[src/rtl/sbrm_pkg.sv]
`timescale 1ns / 1ps
package sbrm_pkg;

	localparam int MAX_PHASES_DEF  = 8;
	localparam int COLUMN_BITS_DEF = 10;

	localparam int PHASE_FIELDS = 8;
	localparam int PF_IDX_W     = 3;
	localparam int TIME_W       = 16;
	localparam int SCALE_W      = 16;
	localparam int PROD_W       = TIME_W + SCALE_W;
	localparam int PX_W         = 10;
	localparam int TRACK_W      = 4;
	localparam int PC_W         = 4;

	localparam logic [PROD_W-1:0] ROUND_HALF = PROD_W'(32'h0000_8000);

	localparam int IN_DATA_W  = (PHASE_FIELDS + 1) * TIME_W;
	localparam int OUT_DATA_W = 40;
	localparam int OUT_PAD_W  = OUT_DATA_W - TRACK_W - 3 * PX_W;

	localparam int CFG_ADDR_W = 2;
	localparam int CFG_DATA_W = 16;

	localparam int Q_DEPTH = 4;
	localparam int Q_PTR_W = 2;
	localparam int Q_CNT_W = 3;

	typedef enum logic [CFG_ADDR_W-1:0] {
		REG_PHASES_USED  = 2'd0,
		REG_GRAPH_HEIGHT = 2'd1,
		REG_TIME_SCALE   = 2'd2,
		REG_GRAPH_WIDTH  = 2'd3
	} cfg_reg_t;

	typedef struct packed {
		logic [PC_W-1:0]    phases_used;
		logic [PX_W-1:0]    graph_height;
		logic [SCALE_W-1:0] time_scale;
		logic [PX_W-1:0]    graph_width;
	} cfg_t;

	// one track step of an item; last marks the frame line track
	typedef struct packed {
		logic               flush;
		logic               last;
		logic [TRACK_W-1:0] track;
		logic [PX_W-1:0]    value;
	} entry_t;

	typedef struct packed {
		logic [TRACK_W-1:0] track;
		logic               frame_line;
		logic [PX_W-1:0]    start_column;
		logic [PX_W-1:0]    end_column;
		logic [PX_W-1:0]    bar_height;
	} rect_t;

endpackage

[src/rtl/sbrm_front.sv]
`timescale 1ns / 1ps
module sbrm_front #(
	parameter int MAX_PHASES = sbrm_pkg::MAX_PHASES_DEF
) (
	input  logic                           clk,
	input  logic                           arst_n,
	input  sbrm_pkg::cfg_t                 cfg,
	input  logic                           s_tvalid,
	output logic                           s_tready,
	input  logic [sbrm_pkg::IN_DATA_W-1:0] s_tdata,
	input  logic                           s_tuser,
	output logic                           push,
	output sbrm_pkg::entry_t               push_entry,
	input  logic                           full
);

	localparam logic [sbrm_pkg::PC_W-1:0] PC_MAX = sbrm_pkg::PC_W'(MAX_PHASES);
	localparam logic [sbrm_pkg::PROD_W-1:0] ROUND_HALF_C = sbrm_pkg::ROUND_HALF;

	logic [sbrm_pkg::PC_W-1:0]    pc;
	logic                         busy_q;
	logic                         flush_q;
	logic [sbrm_pkg::TIME_W-1:0]  times_q [sbrm_pkg::PHASE_FIELDS];
	logic [sbrm_pkg::TIME_W-1:0]  frame_q;
	logic [sbrm_pkg::TRACK_W-1:0] t_q;
	logic [sbrm_pkg::TIME_W-1:0]  time_sel;
	logic                         advance;
	logic                         issue;
	logic                         accept;

	logic                         s1_v_q;
	logic [sbrm_pkg::PROD_W-1:0]  prod_s1;
	logic [sbrm_pkg::TRACK_W-1:0] track_s1;
	logic                         first_s1;
	logic                         last_s1;
	logic                         flush_s1;

	logic [sbrm_pkg::PX_W-1:0]    total_q;
	logic [sbrm_pkg::PROD_W-1:0]  rounded;
	logic [sbrm_pkg::TIME_W-1:0]  h;
	logic [sbrm_pkg::PX_W-1:0]    base;
	logic [sbrm_pkg::PX_W-1:0]    room;
	logic [sbrm_pkg::PX_W-1:0]    value;

	assign pc       = (cfg.phases_used > PC_MAX) ? PC_MAX : cfg.phases_used;
	assign s_tready = !busy_q;
	assign accept   = s_tvalid && s_tready;
	assign advance  = !s1_v_q || push;
	assign issue    = busy_q && advance;
	assign time_sel = (t_q == pc) ? frame_q : times_q[t_q[sbrm_pkg::PF_IDX_W-1:0]];

	always_ff @(posedge clk or negedge arst_n) begin
		if (!arst_n) begin
			busy_q <= 1'b0;
			t_q    <= '0;
			s1_v_q <= 1'b0;
		end else begin
			if (accept) begin
				busy_q <= 1'b1;
				t_q    <= '0;
			end else if (issue) begin
				if (t_q == pc) begin
					busy_q <= 1'b0;
				end else begin
					t_q <= t_q + 1'b1;
				end
			end
			if (issue) begin
				s1_v_q <= 1'b1;
			end else if (push) begin
				s1_v_q <= 1'b0;
			end
		end
	end

	always_ff @(posedge clk) begin
		if (accept) begin
			flush_q <= s_tuser;
			for (int i = 0; i < sbrm_pkg::PHASE_FIELDS; i++) begin
				times_q[i] <= s_tdata[i*sbrm_pkg::TIME_W +: sbrm_pkg::TIME_W];
			end
			frame_q <= s_tdata[sbrm_pkg::PHASE_FIELDS*sbrm_pkg::TIME_W +: sbrm_pkg::TIME_W];
		end
		if (issue) begin
			prod_s1  <= sbrm_pkg::PROD_W'(time_sel) * sbrm_pkg::PROD_W'(cfg.time_scale);
			track_s1 <= t_q;
			first_s1 <= (t_q == '0);
			last_s1  <= (t_q == pc);
			flush_s1 <= flush_q;
		end
		if (push && !last_s1) begin
			total_q <= value;
		end
	end

	// round half up, then stack (all but the frame line track) and clamp to the graph height
	always_comb begin
		rounded = prod_s1 + ROUND_HALF_C;
		h       = rounded[sbrm_pkg::PROD_W-1 -: sbrm_pkg::TIME_W];
		base    = first_s1 ? '0 : total_q;
		room    = cfg.graph_height - base;
		if (last_s1) begin
			value = (h > sbrm_pkg::TIME_W'(cfg.graph_height)) ? cfg.graph_height
				: h[sbrm_pkg::PX_W-1:0];
		end else begin
			value = base + ((h > sbrm_pkg::TIME_W'(room)) ? room : h[sbrm_pkg::PX_W-1:0]);
		end
	end

	assign push             = s1_v_q && !full;
	assign push_entry.flush = flush_s1;
	assign push_entry.last  = last_s1;
	assign push_entry.track = track_s1;
	assign push_entry.value = value;

`ifndef ASSERT_OFF
	a_track_in_range: assert property (@(posedge clk) disable iff (!arst_n)
		busy_q |-> t_q <= pc)
		else $error("track counter ran past the phase count");
`endif

endmodule

[src/rtl/sbrm_queue.sv]
`timescale 1ns / 1ps
module sbrm_queue (
	input  logic             clk,
	input  logic             arst_n,
	input  logic             push,
	input  sbrm_pkg::entry_t push_entry,
	output logic             full,
	input  logic             pop,
	output logic             head_valid,
	output sbrm_pkg::entry_t head
);

	sbrm_pkg::entry_t             mem_q [sbrm_pkg::Q_DEPTH];
	logic [sbrm_pkg::Q_PTR_W-1:0] wr_ptr_q;
	logic [sbrm_pkg::Q_PTR_W-1:0] rd_ptr_q;
	logic [sbrm_pkg::Q_CNT_W-1:0] count_q;

	assign full       = (count_q == sbrm_pkg::Q_CNT_W'(sbrm_pkg::Q_DEPTH));
	assign head_valid = (count_q != '0);
	assign head       = mem_q[rd_ptr_q];

	always_ff @(posedge clk or negedge arst_n) begin
		if (!arst_n) begin
			wr_ptr_q <= '0;
			rd_ptr_q <= '0;
			count_q  <= '0;
		end else begin
			if (push) begin
				wr_ptr_q <= wr_ptr_q + 1'b1;
			end
			if (pop) begin
				rd_ptr_q <= rd_ptr_q + 1'b1;
			end
			if (push && !pop) begin
				count_q <= count_q + 1'b1;
			end else if (pop && !push) begin
				count_q <= count_q - 1'b1;
			end
		end
	end

	always_ff @(posedge clk) begin
		if (push) begin
			mem_q[wr_ptr_q] <= push_entry;
		end
	end

endmodule

[src/rtl/sbrm_back.sv]
`timescale 1ns / 1ps
module sbrm_back #(
	parameter int MAX_PHASES  = sbrm_pkg::MAX_PHASES_DEF,
	parameter int COLUMN_BITS = sbrm_pkg::COLUMN_BITS_DEF
) (
	input  logic             clk,
	input  logic             arst_n,
	input  sbrm_pkg::cfg_t   cfg,
	input  logic             head_valid,
	input  sbrm_pkg::entry_t head,
	output logic             pop,
	output logic             out_valid,
	input  logic             out_ready,
	output sbrm_pkg::rect_t  out_rect,
	output logic             out_last
);

	localparam int TRACKS = MAX_PHASES + 1;
	localparam int TIDX_W = (TRACKS > 1) ? $clog2(TRACKS) : 1;
	localparam logic [COLUMN_BITS-1:0] COL_MAX = {COLUMN_BITS{1'b1}};
	localparam logic [COLUMN_BITS-1:0] COL_ONE = COLUMN_BITS'(1);

	logic [sbrm_pkg::PX_W-1:0] run_height_q [TRACKS];
	logic [COLUMN_BITS-1:0]    seg_start_q  [TRACKS];
	logic                      hist_open_q;
	logic [COLUMN_BITS-1:0]    column_q;

	logic                      pend_v_q;
	logic                      pend_last_q;
	sbrm_pkg::rect_t           pend_q;
	logic                      out_v_q;
	sbrm_pkg::rect_t           out_q;
	logic                      out_last_q;

	logic [TIDX_W-1:0]         idx;
	logic [sbrm_pkg::PX_W-1:0] rh;
	logic                      rect_hit;
	sbrm_pkg::rect_t           new_rect;
	logic                      out_free;
	logic                      hold;
	logic                      need_move;
	logic                      drain;
	logic                      out_load;

	assign idx       = head.track[TIDX_W-1:0];
	assign rh        = run_height_q[idx];
	assign rect_hit  = hist_open_q && (rh != '0) && (head.flush || (head.value != rh));
	assign out_free  = !out_v_q || out_ready;
	assign hold      = pend_v_q && pend_last_q;
	assign need_move = pend_v_q && (rect_hit || head.last);
	assign pop       = head_valid && !hold && (!need_move || out_free);
	assign drain     = hold && out_free;
	assign out_load  = (pop && need_move) || drain;

	always_comb begin
		new_rect.track        = head.track;
		new_rect.frame_line   = head.last;
		new_rect.start_column = sbrm_pkg::PX_W'(seg_start_q[idx]);
		new_rect.end_column   = head.flush ? cfg.graph_width : sbrm_pkg::PX_W'(column_q);
		new_rect.bar_height   = rh;
	end

	always_ff @(posedge clk or negedge arst_n) begin
		if (!arst_n) begin
			for (int i = 0; i < TRACKS; i++) begin
				run_height_q[i] <= '0;
				seg_start_q[i]  <= '0;
			end
			hist_open_q <= 1'b0;
			column_q    <= COL_ONE;
			pend_v_q    <= 1'b0;
			pend_last_q <= 1'b0;
			out_v_q     <= 1'b0;
		end else begin
			if (pop) begin
				if (head.flush) begin
					if (head.last) begin
						for (int i = 0; i < TRACKS; i++) begin
							run_height_q[i] <= '0;
							seg_start_q[i]  <= '0;
						end
						hist_open_q <= 1'b0;
						column_q    <= COL_ONE;
					end
				end else begin
					if (!hist_open_q || (head.value != rh)) begin
						run_height_q[idx] <= head.value;
						seg_start_q[idx]  <= column_q;
					end
					if (head.last) begin
						hist_open_q <= 1'b1;
						if (column_q != COL_MAX) begin
							column_q <= column_q + 1'b1;
						end
					end
				end
				if (rect_hit) begin
					pend_v_q    <= 1'b1;
					pend_last_q <= head.last;
				end else if (head.last) begin
					pend_v_q <= 1'b0;
				end
			end else if (drain) begin
				pend_v_q <= 1'b0;
			end
			if (out_load) begin
				out_v_q <= 1'b1;
			end else if (out_ready) begin
				out_v_q <= 1'b0;
			end
		end
	end

	// a rectangle waits in pend_q until the next one or the item end decides tlast
	always_ff @(posedge clk) begin
		if (out_load) begin
			out_q      <= pend_q;
			out_last_q <= drain || (pop && !rect_hit && head.last);
		end
		if (pop && rect_hit) begin
			pend_q <= new_rect;
		end
	end

	assign out_valid = out_v_q;
	assign out_rect  = out_q;
	assign out_last  = out_last_q;

`ifndef ASSERT_OFF
	a_height_nonzero: assert property (@(posedge clk) disable iff (!arst_n)
		out_v_q |-> out_q.bar_height != '0)
		else $error("zero height rectangle sent");

	a_hold_blocks: assert property (@(posedge clk) disable iff (!arst_n)
		(pend_v_q && pend_last_q) |-> !pop)
		else $error("queue popped while a closing rectangle is pending");

	a_flush_clears: assert property (@(posedge clk) disable iff (!arst_n)
		(pop && head.flush && head.last) |=> (!hist_open_q && column_q == COL_ONE))
		else $error("flush did not restart the history");

	a_no_pend_lost: assert property (@(posedge clk) disable iff (!arst_n)
		(pop && need_move) |-> out_free)
		else $error("pending rectangle overwritten");
`endif

endmodule

[src/rtl/stacked_bar_run_merger.sv]
`timescale 1ns / 1ps
// Stacked bar run merger.
// Slave channel s_*: one word per timing sample or flush. s_tuser is the opcode
// (0 sample, 1 flush); s_tdata holds phase_time_0..7 and frame_time, Q8.8 ms.
// Master channel m_*: one word per rectangle; m_tlast marks the final rectangle
// caused by an input word, m_tuser flags the frame line.
// Configuration: cfg_we writes cfg_data into register cfg_addr (0 phases in use,
// 1 graph_height, 2 time_scale, 3 graph_width); write only while idle.
// Throughput: the front end walks a word's tracks through the single shared
// 16x16 scaling multiplier one per cycle while the queue is not full, and takes
// the next word once its last track is issued. Rectangles leave at most one per cycle.
// A track's product passes from its product register through the queue and pend_q
// into out_q before m_tvalid rises; a rectangle is held in pend_q until the next
// rectangle or the word's last track settles m_tlast.
// A four-entry queue parts the scaler from the run tracker, so a stalled
// m_tready backs up the queue and only then the slave side.
// Reset clears all runs, sets the column to 1 and loads the register defaults
// (1 phase, graph_height 100, time_scale 1.0, graph_width 256).
module stacked_bar_run_merger #(
	parameter int MAX_PHASES  = sbrm_pkg::MAX_PHASES_DEF,
	parameter int COLUMN_BITS = sbrm_pkg::COLUMN_BITS_DEF
) (
	input  logic                            clk,
	input  logic                            arst_n,
	input  logic                            cfg_we,
	input  logic [sbrm_pkg::CFG_ADDR_W-1:0] cfg_addr,
	input  logic [sbrm_pkg::CFG_DATA_W-1:0] cfg_data,
	input  logic                            s_tvalid,
	output logic                            s_tready,
	// phase_time_0 .. phase_time_7, frame_time
	input  logic [sbrm_pkg::IN_DATA_W-1:0]  s_tdata,
	// opcode
	input  logic                            s_tuser,
	output logic                            m_tvalid,
	input  logic                            m_tready,
	// track, start_column, end_column, bar_height, zero pad
	output logic [sbrm_pkg::OUT_DATA_W-1:0] m_tdata,
	// frame_line
	output logic                            m_tuser,
	output logic                            m_tlast
);

	sbrm_pkg::cfg_t   cfg_q;
	logic             push;
	sbrm_pkg::entry_t push_entry;
	logic             full;
	logic             pop;
	logic             head_valid;
	sbrm_pkg::entry_t head;
	sbrm_pkg::rect_t  out_rect;

	always_ff @(posedge clk or negedge arst_n) begin
		if (!arst_n) begin
			cfg_q.phases_used  <= sbrm_pkg::PC_W'(1);
			cfg_q.graph_height <= sbrm_pkg::PX_W'(100);
			cfg_q.time_scale   <= sbrm_pkg::SCALE_W'(256);
			cfg_q.graph_width  <= sbrm_pkg::PX_W'(256);
		end else if (cfg_we) begin
			case (sbrm_pkg::cfg_reg_t'(cfg_addr))
				sbrm_pkg::REG_PHASES_USED:  cfg_q.phases_used  <= cfg_data[sbrm_pkg::PC_W-1:0];
				sbrm_pkg::REG_GRAPH_HEIGHT: cfg_q.graph_height <= cfg_data[sbrm_pkg::PX_W-1:0];
				sbrm_pkg::REG_TIME_SCALE:   cfg_q.time_scale   <= cfg_data[sbrm_pkg::SCALE_W-1:0];
				sbrm_pkg::REG_GRAPH_WIDTH:  cfg_q.graph_width  <= cfg_data[sbrm_pkg::PX_W-1:0];
				default: ;
			endcase
		end
	end

	sbrm_front #(
		.MAX_PHASES(MAX_PHASES)
	) u_front (
		.clk       (clk),
		.arst_n    (arst_n),
		.cfg       (cfg_q),
		.s_tvalid  (s_tvalid),
		.s_tready  (s_tready),
		.s_tdata   (s_tdata),
		.s_tuser   (s_tuser),
		.push      (push),
		.push_entry(push_entry),
		.full      (full)
	);

	sbrm_queue u_queue (
		.clk       (clk),
		.arst_n    (arst_n),
		.push      (push),
		.push_entry(push_entry),
		.full      (full),
		.pop       (pop),
		.head_valid(head_valid),
		.head      (head)
	);

	sbrm_back #(
		.MAX_PHASES (MAX_PHASES),
		.COLUMN_BITS(COLUMN_BITS)
	) u_back (
		.clk       (clk),
		.arst_n    (arst_n),
		.cfg       (cfg_q),
		.head_valid(head_valid),
		.head      (head),
		.pop       (pop),
		.out_valid (m_tvalid),
		.out_ready (m_tready),
		.out_rect  (out_rect),
		.out_last  (m_tlast)
	);

	assign m_tdata = {{sbrm_pkg::OUT_PAD_W{1'b0}}, out_rect.bar_height, out_rect.end_column,
		out_rect.start_column, out_rect.track};
	assign m_tuser = out_rect.frame_line;

endmodule
[config.mk]
export PLATFORM = sky130hd
export DESIGN_NAME = stacked_bar_run_merger
export DESIGN_NICKNAME = d
export VERILOG_FILES = /design/src/rtl/sbrm_pkg.sv /design/src/rtl/sbrm_front.sv /design/src/rtl/sbrm_queue.sv /design/src/rtl/sbrm_back.sv /design/src/rtl/stacked_bar_run_merger.sv
export SDC_FILE = /design/constraint.sdc
export NUM_CORES = 1
export LEC_CHECK = 0
export ABC_AREA = 0
export BUFFER_PORTS_ARGS = -buffer_cell sky130_fd_sc_hd__buf_2
export CORE_MARGIN = 2
export CORE_UTILIZATION = 25
export CTS_CLUSTER_DIAMETER = 150
export DETAILED_ROUTE_END_ITERATION = 10
export GPL_ROUTABILITY_DRIVEN = 0
export SETUP_SLACK_MARGIN = 0.5
export SLEW_MARGIN = 30
export SYNTH_ARGS = -nofsm -noshare
export SYNTH_HDL_FRONTEND = slang
export SYNTH_SLANG_ARGS = --single-unit
[constraint.sdc]
create_clock -name clk -period 8.9 [get_ports clk]
set_input_delay 1.78 -clock clk [delete_from_list [all_inputs] [get_ports clk]]
set_output_delay 1.78 -clock clk [all_outputs]
set_load 0.02 [all_outputs]
==> impl_metrics.json, run 1 <==
{
  "outcome": "finished clean",
  "worst_path_largest_cell_delay_ns": 0.58,
  "cts_resized": 0,
  "wl_per_cell_um": 17.5,
  "synth.top_cell.area_share_pct": 28.8,
  "routed_wl_um": 79500,
  "fin_skew_ns": 0.0789,
  "grt_antenna_before_repair": 7,
  "htree_levels": 2,
  "min_from": "u_back.pend_q[3]$_DFFE_PP_",
  "slowest_stage": "fa_1",
  "cts_made_buffers": 59,
  "synth_area_sq_um": 32800,
  "path_clk_slew_ns": 0.06,
  "crit_fanout": 17,
  "core-area_sq_um": 130000,
  "fin_nets": 3264,
  "slew_headroom_pct": 38.5,
  "critical_path_required_ns": 9.25,
  "synth_edf_count": 314,
  "grt.overflow.total": 0,
  "yosysSeqAreaShare_pct": 47.7,
  "netlist_instances": 2588,
  "final_area_sq_um": 38000,
  "drcViolationCount": 0,
  "drive_gt1_share_pct": 18.8,
  "post-dp-hpwl_um": 56200,
  "maxSlewViolCount": 0,
  "io_buffer_count": 205,
  "die_w_um": 366,
  "clkLatencyLatePin_ns": 0.68,
  "flow.area_growth_from_synthesis_pct": 15.9,
  "max_freq_mhz": 127,
  "crit_path_frequent_cell": "fa_1",
  "cts.sinks": 561,
  "min_path_cells": 0,
  "synth.most_common_cell": "edfxtp_1",
  "grt.total_usage_pct": 11.6,
  "place_ws_ns": 0.834,
  "yosys.area.top_type": "edfxtp_1",
  "grt_pass1_vias": 21218,
  "clock_path_buffers": 3,
  "drtIter0Drc": 1475,
  "dpl.cell_count": 4431,
  "antenna_left": 0,
  "root_buffer": "clkbuf_16",
  "grt_max_degree": 181,
  "tns_ns": 0,
  "synth.top_cells.by_count": "314 x edfxtp_1, 296 x inv_1, 240 x dfrtp_1",
  "async_flop_share_pct": 44.0,
  "grt_pass1_wl_um": 124000,
  "period_needed_ns": 7.87,
  "drv_cap": 0,
  "place_area_sq_um": 35700,
  "hold_viol_final": 0,
  "crit_cells": 27,
  "crit_arrival_ns": 8.23,
  "worstRegToRegCells": 27,
  "cp-start-kind": "flop",
  "viasPerCell": 4.57,
  "die_h_um": 366,
  "critPathBufInv": 6,
  "cp-end-kind": "flop",
  "synth_cell_types": 70,
  "reg2reg_from": "u_front.t_q[1]$_DFFE_PN0P_",
  "num_vias": 20774,
  "cts_tree": "done",
  "ys.flop_type": "edfxtp_1",
  "final.period_utilization_pct": 88.5,
  "synth_seq_cells": 561,
  "finalSetupViolCount": 0,
  "first_pass_iters": 5,
  "rsz0062_at_grt": "false",
  "path_delay_family": "adder cells",
  "path_class": "reg2reg",
  "rows": 132,
  "die-area_sq_um": 134000,
  "io_pins": 212,
  "ys_top_cells_by_area": "edfxtp_1 29%, dfrtp_1 18%, fa_1 12%",
  "syn_avg_cell_area_sq_um": 12.7,
  "startpoint": "u_front.t_q[1]$_DFFE_PN0P_",
  "ctsHoldBuffers": 0,
  "postCtsSetupRepairBufs": 0,
  "stdcell_count": 4549,
  "start_util_pct": 25.2,
  "hold_path_class": "reg2reg",
  "yosys_warnings": 0,
  "setup_slack_ns": 1.03,
  "worstMarginPinSlew_ns": 0.918
}
[through the flow]
stage | utilization (%) | hold slack, ns
finish | 29.2 | 0.419
global route | 29.2 | 0.424
CTS | 29.2 | 0.419
detailed placement | 27.5 | 0.405
global placement | 27.5 | 0.402
floorplan | - | 0.400
[final timing paths]
path / slack, ns / end
min in group asynchronous: 1.11 / u_back.run_height_q[20]$_DFFE_PN0P_
min: 0.42 / u_back.out_rect[3]$_DFFE_PP_
max: 1.03 / u_front.prod_s1[27]$_DFFE_PP_
min reg2reg: 0.42 / u_back.out_rect[3]$_DFFE_PP_
max in group asynchronous: 6.37 / cfg_q[33]$_DFFE_PN0P_
max reg2reg: 1.03 / u_front.prod_s1[27]$_DFFE_PP_
[metal layers]
layer	global-route usage [%]	vias to the layer above	wire [um]
li1	-	9548	-
met1	15.8	10542	35900
met2	18.7	589	36500
met3	2.77	95	5460
met4	2.80	0	1610
met5	0	-	0
[state kept, by name (all words and copies together), names as in the netlist, 2 cells and up]
register	cells
u_back.out_rect	35
u_front.track_s1	4
u_front.frame_q	16
cfg_q	40
u_front.times_q	128
u_queue.count_q	3
u_front.prod_s1	17
u_back.run_height_q	90
u_queue.mem_q	64
u_front.t_q	4
u_back.seg_start_q	90
u_queue.wr_ptr_q	2
u_queue.rd_ptr_q	2
u_front.total_q	10
u_back.pend_q	35
u_back.column_q	10
[cell type report]
cell class | count | area [sq um]
multi-input cells | 1569 | 15300
clock buffers | 68 | 1510
repair buffers | 264 | 1540
inverters | 297 | 1120
well taps | 1742 | 2180
clock inverters | 44 | 653
fillers | 13326 | 91900
diodes | 4 | 10.0
flip-flops and latches | 561 | 15600
[layout by cell type (no fill, tap or decap), drive strengths merged, types with 52 or more instances in the layout]
cell / Yosys / layout
inv: 297 / 299
mux2i: 79 / 79
ha: 148 / 148
o21ai: 52 / 52
nand2: 237 / 237
mux2: 68 / 68
edfxtp: 314 / 314
a32o: 180 / 180
and2: 106 / 106
buf: 54 / 264
clkbuf: 112 / 68
dfrtp: 240 / 240
fa: 196 / 196
mux4: 64 / 64
nor2: 63 / 63
[cell families after synthesis]
| group | share of synthesized area [%] |
|---|---|
| adder cells (fa/ha/maj) | 17.6 |
| AND/OR/NAND/NOR | 8.44 |
| AO/OA/AOI/OAI | 9.89 |
| XOR/XNOR | 1.39 |
| flip-flops | 47.7 |
| other | 0.0114 |
| buffers and inverters | 5.81 |
| multiplexers | 9.15 |
Power of run 1 is not shown: default switching activity piles up to over one toggle a cycle in this logic, so the estimate is an artifact.
==> run 2, diff against run 1 <==
ABC_AREA = 1   (was 0)
==> run 2 against run 1 <==
Fmax decreased by 2.3%. Critical endpoint is now u_front.prod_s1[26]$_DFFE_PP_. Worst setup slack got worse by 0.18 ns. Non-clock buffer count decreased by 12. Sequential share of layout area decreased by 1.3 points. Clock skew decreased by 0.052 ns. Area after synthesis increased by 3.5%.
==> impl_metrics.json, run 2 <==
{
  "first_pass_iters": 6,
  "synth_top_family_by_area": "simple AND/OR/NAND/NOR gates",
  "crit_fanout": 35,
  "io_buffer_count": 205,
  "yosys.area.top_type": "edfxtp_1",
  "synth_xor_area_share_pct": 1.24,
  "rows": 135,
  "viasPerCell": 4.51,
  "worstMarginPinSlew_ns": 1.00,
  "crit_arrival_ns": 8.46,
  "clkLatencyLatePin_ns": 0.66,
  "htree_levels": 3,
  "layout_commonest_cell": "nand2_1",
  "mostFrequentLayoutCells": "1289 x nand2_1, 413 x inv_1, 314 x edfxtp_1",
  "fin_nets": 4356,
  "worstRegToRegCells": 28,
  "max_freq_mhz": 124,
  "reg2reg_slack_ns": 0.84,
  "io_pins": 212,
  "postCtsSetupRepairBufs": 0,
  "fin_skew_ns": 0.0268,
  "grt_antenna_before_repair": 12,
  "cts_made_buffers": 67,
  "grt_pass1_vias": 25544,
  "wl_per_cell_um": 17.5,
  "rsz0062_at_grt": "false",
  "hold_viol_final": 0,
  "synth_edf_count": 314,
  "top_register": "u_front.times_q",
  "grt_max_degree": 150,
  "critical_path_required_ns": 9.31,
  "slowest_stage": "fa_1",
  "ys_top_cells_by_area": "edfxtp_1 28%, dfrtp_1 18%, nand2_1 14%",
  "yosys_warnings": 0,
  "synthSimpleGateAreaFrac_pct": 22.3,
  "maxSlewViolCount": 0,
  "final.period_utilization_pct": 90.5,
  "synth_seq_cells": 561,
  "synth.most_common_cell": "nand2_1",
  "top_regs": "u_front.times_q (128), u_back.run_height_q (90), u_back.seg_start_q (90)",
  "path_class": "reg2reg",
  "crit_path_frequent_cell": "nand2_1",
  "grt_pass1_wl_um": 153000,
  "netlist_instances": 3673,
  "synth.top_cells.by_count": "1291 x nand2_1, 416 x inv_1, 314 x edfxtp_1",
  "seq_area_sq_um": 15600,
  "synth_area_sq_um": 33900,
  "path_clk_slew_ns": 0.06,
  "synth.top_cell.area_share_pct": 27.8,
  "largest_reg_flops": 128,
  "startpoint": "u_front.t_q[0]$_DFFE_PN0P_",
  "post-dp-hpwl_um": 71800,
  "period_needed_ns": 8.06,
  "ys.flop_type": "edfxtp_1",
  "slew_headroom_pct": 32.4,
  "num_vias": 25624,
  "drtIter0Drc": 2322,
  "routed_wl_um": 99300,
  "cts_tree": "done",
  "die-area_sq_um": 139000,
  "cp-start-kind": "flop",
  "cp-end-kind": "flop",
  "finalSetupViolCount": 0,
  "synth_compound_area_share_pct": 6.34,
  "synth_mux_area_share_pct": 0.0295,
  "root_buffer": "clkbuf_16",
  "drcViolationCount": 0,
  "worst_path_largest_cell_delay_ns": 0.61,
  "fillCellCount": 14080,
  "multiInputGateArea_sq_um": 16000,
  "die_h_um": 372,
  "synth-adder-area-share_pct": 17.0,
  "r2r_end": "u_front.prod_s1[26]$_DFFE_PP_",
  "drive_gt1_share_pct": 12.3,
  "grt.total_usage_pct": 14.4,
  "syn_avg_cell_area_sq_um": 9.23,
  "start_util_pct": 25.1,
  "antenna_left": 0,
  "yosysSeqAreaShare_pct": 46.1,
  "die_w_um": 372,
  "outcome": "finished clean",
  "cp-endpoint": "u_front.prod_s1[26]$_DFFE_PP_",
  "clock_path_buffers": 3,
  "grt.overflow.total": 0,
  "drv_cap": 0,
  "flow.area_growth_from_synthesis_pct": 15.5,
  "hold_path_class": "reg2reg",
  "synth_cell_types": 58,
  "tns_ns": 0,
  "reg2reg_from": "u_front.t_q[0]$_DFFE_PN0P_",
  "core-area_sq_um": 135000,
  "async_flop_share_pct": 44.0,
  "cts.sinks": 561
}
-- run 2: changes by cell type in the layout (fill, tap and decap cells not counted), sizes merged, moves of 68 or more --
cell and change:
nand3 +85, mux2i -78, mux2 -68, nor2 +187, nand2 +1069, inv +131
a21oi +101, and2 -103, a32o -177
-- run 2: stage by stage --
stage	worst slack, ns	std cells	util (%)	cell area [sq um]	hold WS (ns)
global route	0.505	5683	29.0	39200	0.425
floorplan	2.07	3678	-	33900	0.400
CTS	0.858	5678	29.0	39100	0.418
finish	0.844	5684	29.0	39200	0.418
global placement	0.890	5555	27.3	36800	0.404
detailed placement	0.882	5555	27.3	36800	0.405
-- run 2: layer usage --
metal / part of all wire [%] / global-route usage [%] / vias to the layer above
met5: 0.013 / 0 / -
met3: 7.0 / 2.90 / 155
li1: - / - / 12103
met4: 3.1 / 5.25 / 2
met1: 42 / 18.5 / 12431
met2: 48 / 23.7 / 933
-- run 2: kinds of logic after synthesis --
logic type,after synthesis
and+or+nand+nor,1774
adders and majority gates,344
xor gates and xnor gates,48
buffers and inverters,588
other,1
DFF,561
AOI/OAI and AO/OA,356
muxes,1
-- run 2: cell type report --
type | instances | share of cell area (%)
sequential | 561 | 39.9
timing repair buffer | 252 | 3.63
multi-input combinational | 2529 | 40.8
clock inverter | 39 | 1.06
antenna | 5 | 0.0320
tap | 1781 | 5.69
clock buffer | 84 | 4.68
inverter | 433 | 4.20
-- run 2: critical path, delay by kind of cell, from the launching register on --
kind | cells | cell delay [ns]
flops | 1 | 0.40
simple gates | 12 | 1.95
fa+ha+maj | 7 | 3.47
buf+inv | 8 | 1.87
compound gates | 1 | 0.12
-- run 2: how the worst min path moves through the flow --
stage                                            from                       endpoint  slack [ns]  cells past startpoint
after floorplan            u_back.pend_q[0]$_DFFE_PP_   u_back.out_rect[0]$_DFFE_PP_        0.40                      0
after global placement    u_back.pend_q[12]$_DFFE_PP_  u_back.out_rect[12]$_DFFE_PP_        0.40                      0
after detailed placement   u_back.pend_q[1]$_DFFE_PP_   u_back.out_rect[1]$_DFFE_PP_        0.40                      0
after CTS                  u_back.pend_q[1]$_DFFE_PP_   u_back.out_rect[1]$_DFFE_PP_        0.42                      0
after global routing      u_back.pend_q[29]$_DFFE_PP_  u_back.out_rect[29]$_DFFE_PP_        0.43                      0
final                     u_back.pend_q[18]$_DFFE_PP_  u_back.out_rect[18]$_DFFE_PP_        0.42                      0
-- run 2: timing repair --
action / 4_1_cts / 5_1_grt
endpoints found under the setup margin: 0 / 7
hold buffers: 0 / 0
gates resized for setup: 0 / 3
Power of run 2 is left out for the same reason.
==> run 3, diff against run 2 <==
CTS_CLUSTER_SIZE = 30   (was not set)
clock period = 9.1 ns   (was 8.9 ns; I/O delays follow)
==> run 3 against run 2 <==
Wire length fell by 2.2%. Global-route usage fell by 0.51 points. Clock skew rose by 0.026 ns. Final cell count fell by 1.6%. Hold slack improved by 0.0091 ns. Non-clock buffer count fell by 5. Utilization fell by 1.2 points. Flip-flop and latch count did not move. Critical path depth rose by 1. First-iteration DRC count rose by 5.9%. Design area fell by 4.0%. Clock-buffer cell count fell by 47.
==> impl_metrics.json, run 3 (synthesis results as in run 2) <==
{
  "flow.area_growth_from_synthesis_pct": 10.9,
  "max_freq_mhz": 130,
  "grt.total_usage_pct": 13.9,
  "cts.sinks": 561,
  "critical_path_required_ns": 9.53,
  "antenna_left": 0,
  "worst_path_largest_cell_delay_ns": 0.56,
  "postLayoutCoreUtil_pct": 27.8,
  "fin_nets": 4307,
  "final.period_utilization_pct": 84.3,
  "layout_commonest_cell": "nand2_1",
  "path_clk_slew_ns": 0.13,
  "grt_max_degree": 82,
  "drtIter0Drc": 2460,
  "wl_met1_um": 41000,
  "crit_fanout": 36,
  "finalSetupViolCount": 0,
  "maxSlewViolCount": 0,
  "highest_layer": "met5",
  "clock_path_buffers": 3,
  "period_needed_ns": 7.67,
  "die-area_sq_um": 139000,
  "first_pass_iters": 5,
  "slew_headroom_pct": 32.8,
  "clkLatencyLatePin_ns": 0.65,
  "start_util_pct": 25.1,
  "grt_pass1_vias": 24927,
  "num_vias": 25279,
  "whs_ns": 0.427,
  "top_regs": "u_front.times_q (128), u_back.run_height_q (90), u_back.seg_start_q (90)",
  "root_buffer": "clkbuf_16",
  "cp-start-kind": "flop",
  "largest_reg_flops": 128,
  "viasPerCell": 4.52,
  "io_buffer_count": 205,
  "dr_wl_met3_um": 6190,
  "cp-end-kind": "flop",
  "hold_viol_final": 0,
  "routed_wl_um": 97000,
  "tns_ns": 0,
  "path_class": "reg2reg",
  "place_area_sq_um": 36800,
  "ctsHoldBuffers": 0,
  "wl_met2_um": 46800,
  "die_w_um": 372,
  "htree_levels": 1,
  "crit_path_frequent_cell": "nand2_1",
  "grt.overflow.total": 0,
  "drive_gt1_share_pct": 10.5,
  "drv_cap": 0,
  "rsz0062_at_grt": "false",
  "worstMarginPinSlew_ns": 1.01,
  "slowest_stage": "fa_1",
  "die_h_um": 372,
  "grt_antenna_before_repair": 8,
  "io_pins": 212,
  "postCtsSetupRepairBufs": 0,
  "final_area_sq_um": 37600,
  "drcViolationCount": 0,
  "wl_per_cell_um": 17.3,
  "fin_skew_ns": 0.0524,
  "core-area_sq_um": 135000,
  "crit_arrival_ns": 8.10,
  "top_register": "u_front.times_q",
  "cts_made_buffers": 23,
  "grt_pass1_wl_um": 149000,
  "hold_path_class": "reg2reg",
  "cts_resized": 0,
  "rows": 135,
  "cts_tree": "done",
  "post-dp-hpwl_um": 71000,
  "mostFrequentLayoutCells": "1290 x nand2_1, 413 x inv_1, 314 x edfxtp_1",
  "outcome": "finished clean"
}
## run 3: cell types whose count changed in the layout (fill, tap and decap cells not counted), moves of 3 or more
cell,before,now
clkinv_2,7,0
bufinv_16,5,1
diode_2,5,2
buf_4,45,39
clkbuf_8,3,0
clkbuf_16,70,24
clkinv_1,20,10
clkinvlp_4,5,1
inv_6,6,1
## run 3: layout make-up
cell class	count	area, sq um
clock inverter	5	85.1
clock buffer	37	649
tap	1781	2230
antenna	2	5.00
multi-input combinational	2529	16000
fill	14274	97400
inverter	433	1640
timing repair buffer	247	1380
sequential	561	15600
## run 3: worst paths after layout
| path | start | endpoint | slack, ns | depth (start not counted) |
|---|---|---|---|---|
| max | u_front.t_q[0]$_DFFE_PN0P_ | u_front.prod_s1[31]$_DFFE_PP_ | 1.43 | 29 |
| min | u_back.pend_q[2]$_DFFE_PP_ | u_back.out_rect[2]$_DFFE_PP_ | 0.43 | 0 |
| max reg2reg | u_front.t_q[0]$_DFFE_PN0P_ | u_front.prod_s1[31]$_DFFE_PP_ | 1.43 | 29 |
| min reg2reg | u_back.pend_q[2]$_DFFE_PP_ | u_back.out_rect[2]$_DFFE_PP_ | 0.43 | 0 |
| max in group asynchronous | arst_n | u_back.column_q[4]$_DFFE_PN0P_ | 6.56 | 3 |
| min in group asynchronous | arst_n | u_back.run_height_q[22]$_DFFE_PN0P_ | 1.06 | 1 |
## run 3: per-layer routing
layer	vias to the layer above	global-route usage [%]
li1	11954	-
met1	12288	17.9
met2	880	23.6
met3	151	2.36
met4	6	4.00
met5	-	0
## run 3: critical path, delay by kind of cell (launching register included)
kind / cells / cell delay, ns
buffers and inverters: 6 / 1.35
and+or+nand+nor: 10 / 1.21
adders and majority gates: 7 / 3.38
AOI/OAI and AO/OA: 6 / 1.09
DFF: 1 / 0.42
## run 3: metrics by stage
step           worst slack (ns)  instances
2_1_floorplan              2.27       3678
3_3_place_gp               1.37       5550
3_5_place_dp               1.37       5551
4_1_cts                    1.37       5593
5_1_grt                   0.939       5595
6_report                   1.43       5595
Power of run 3 is left out for the same reason.
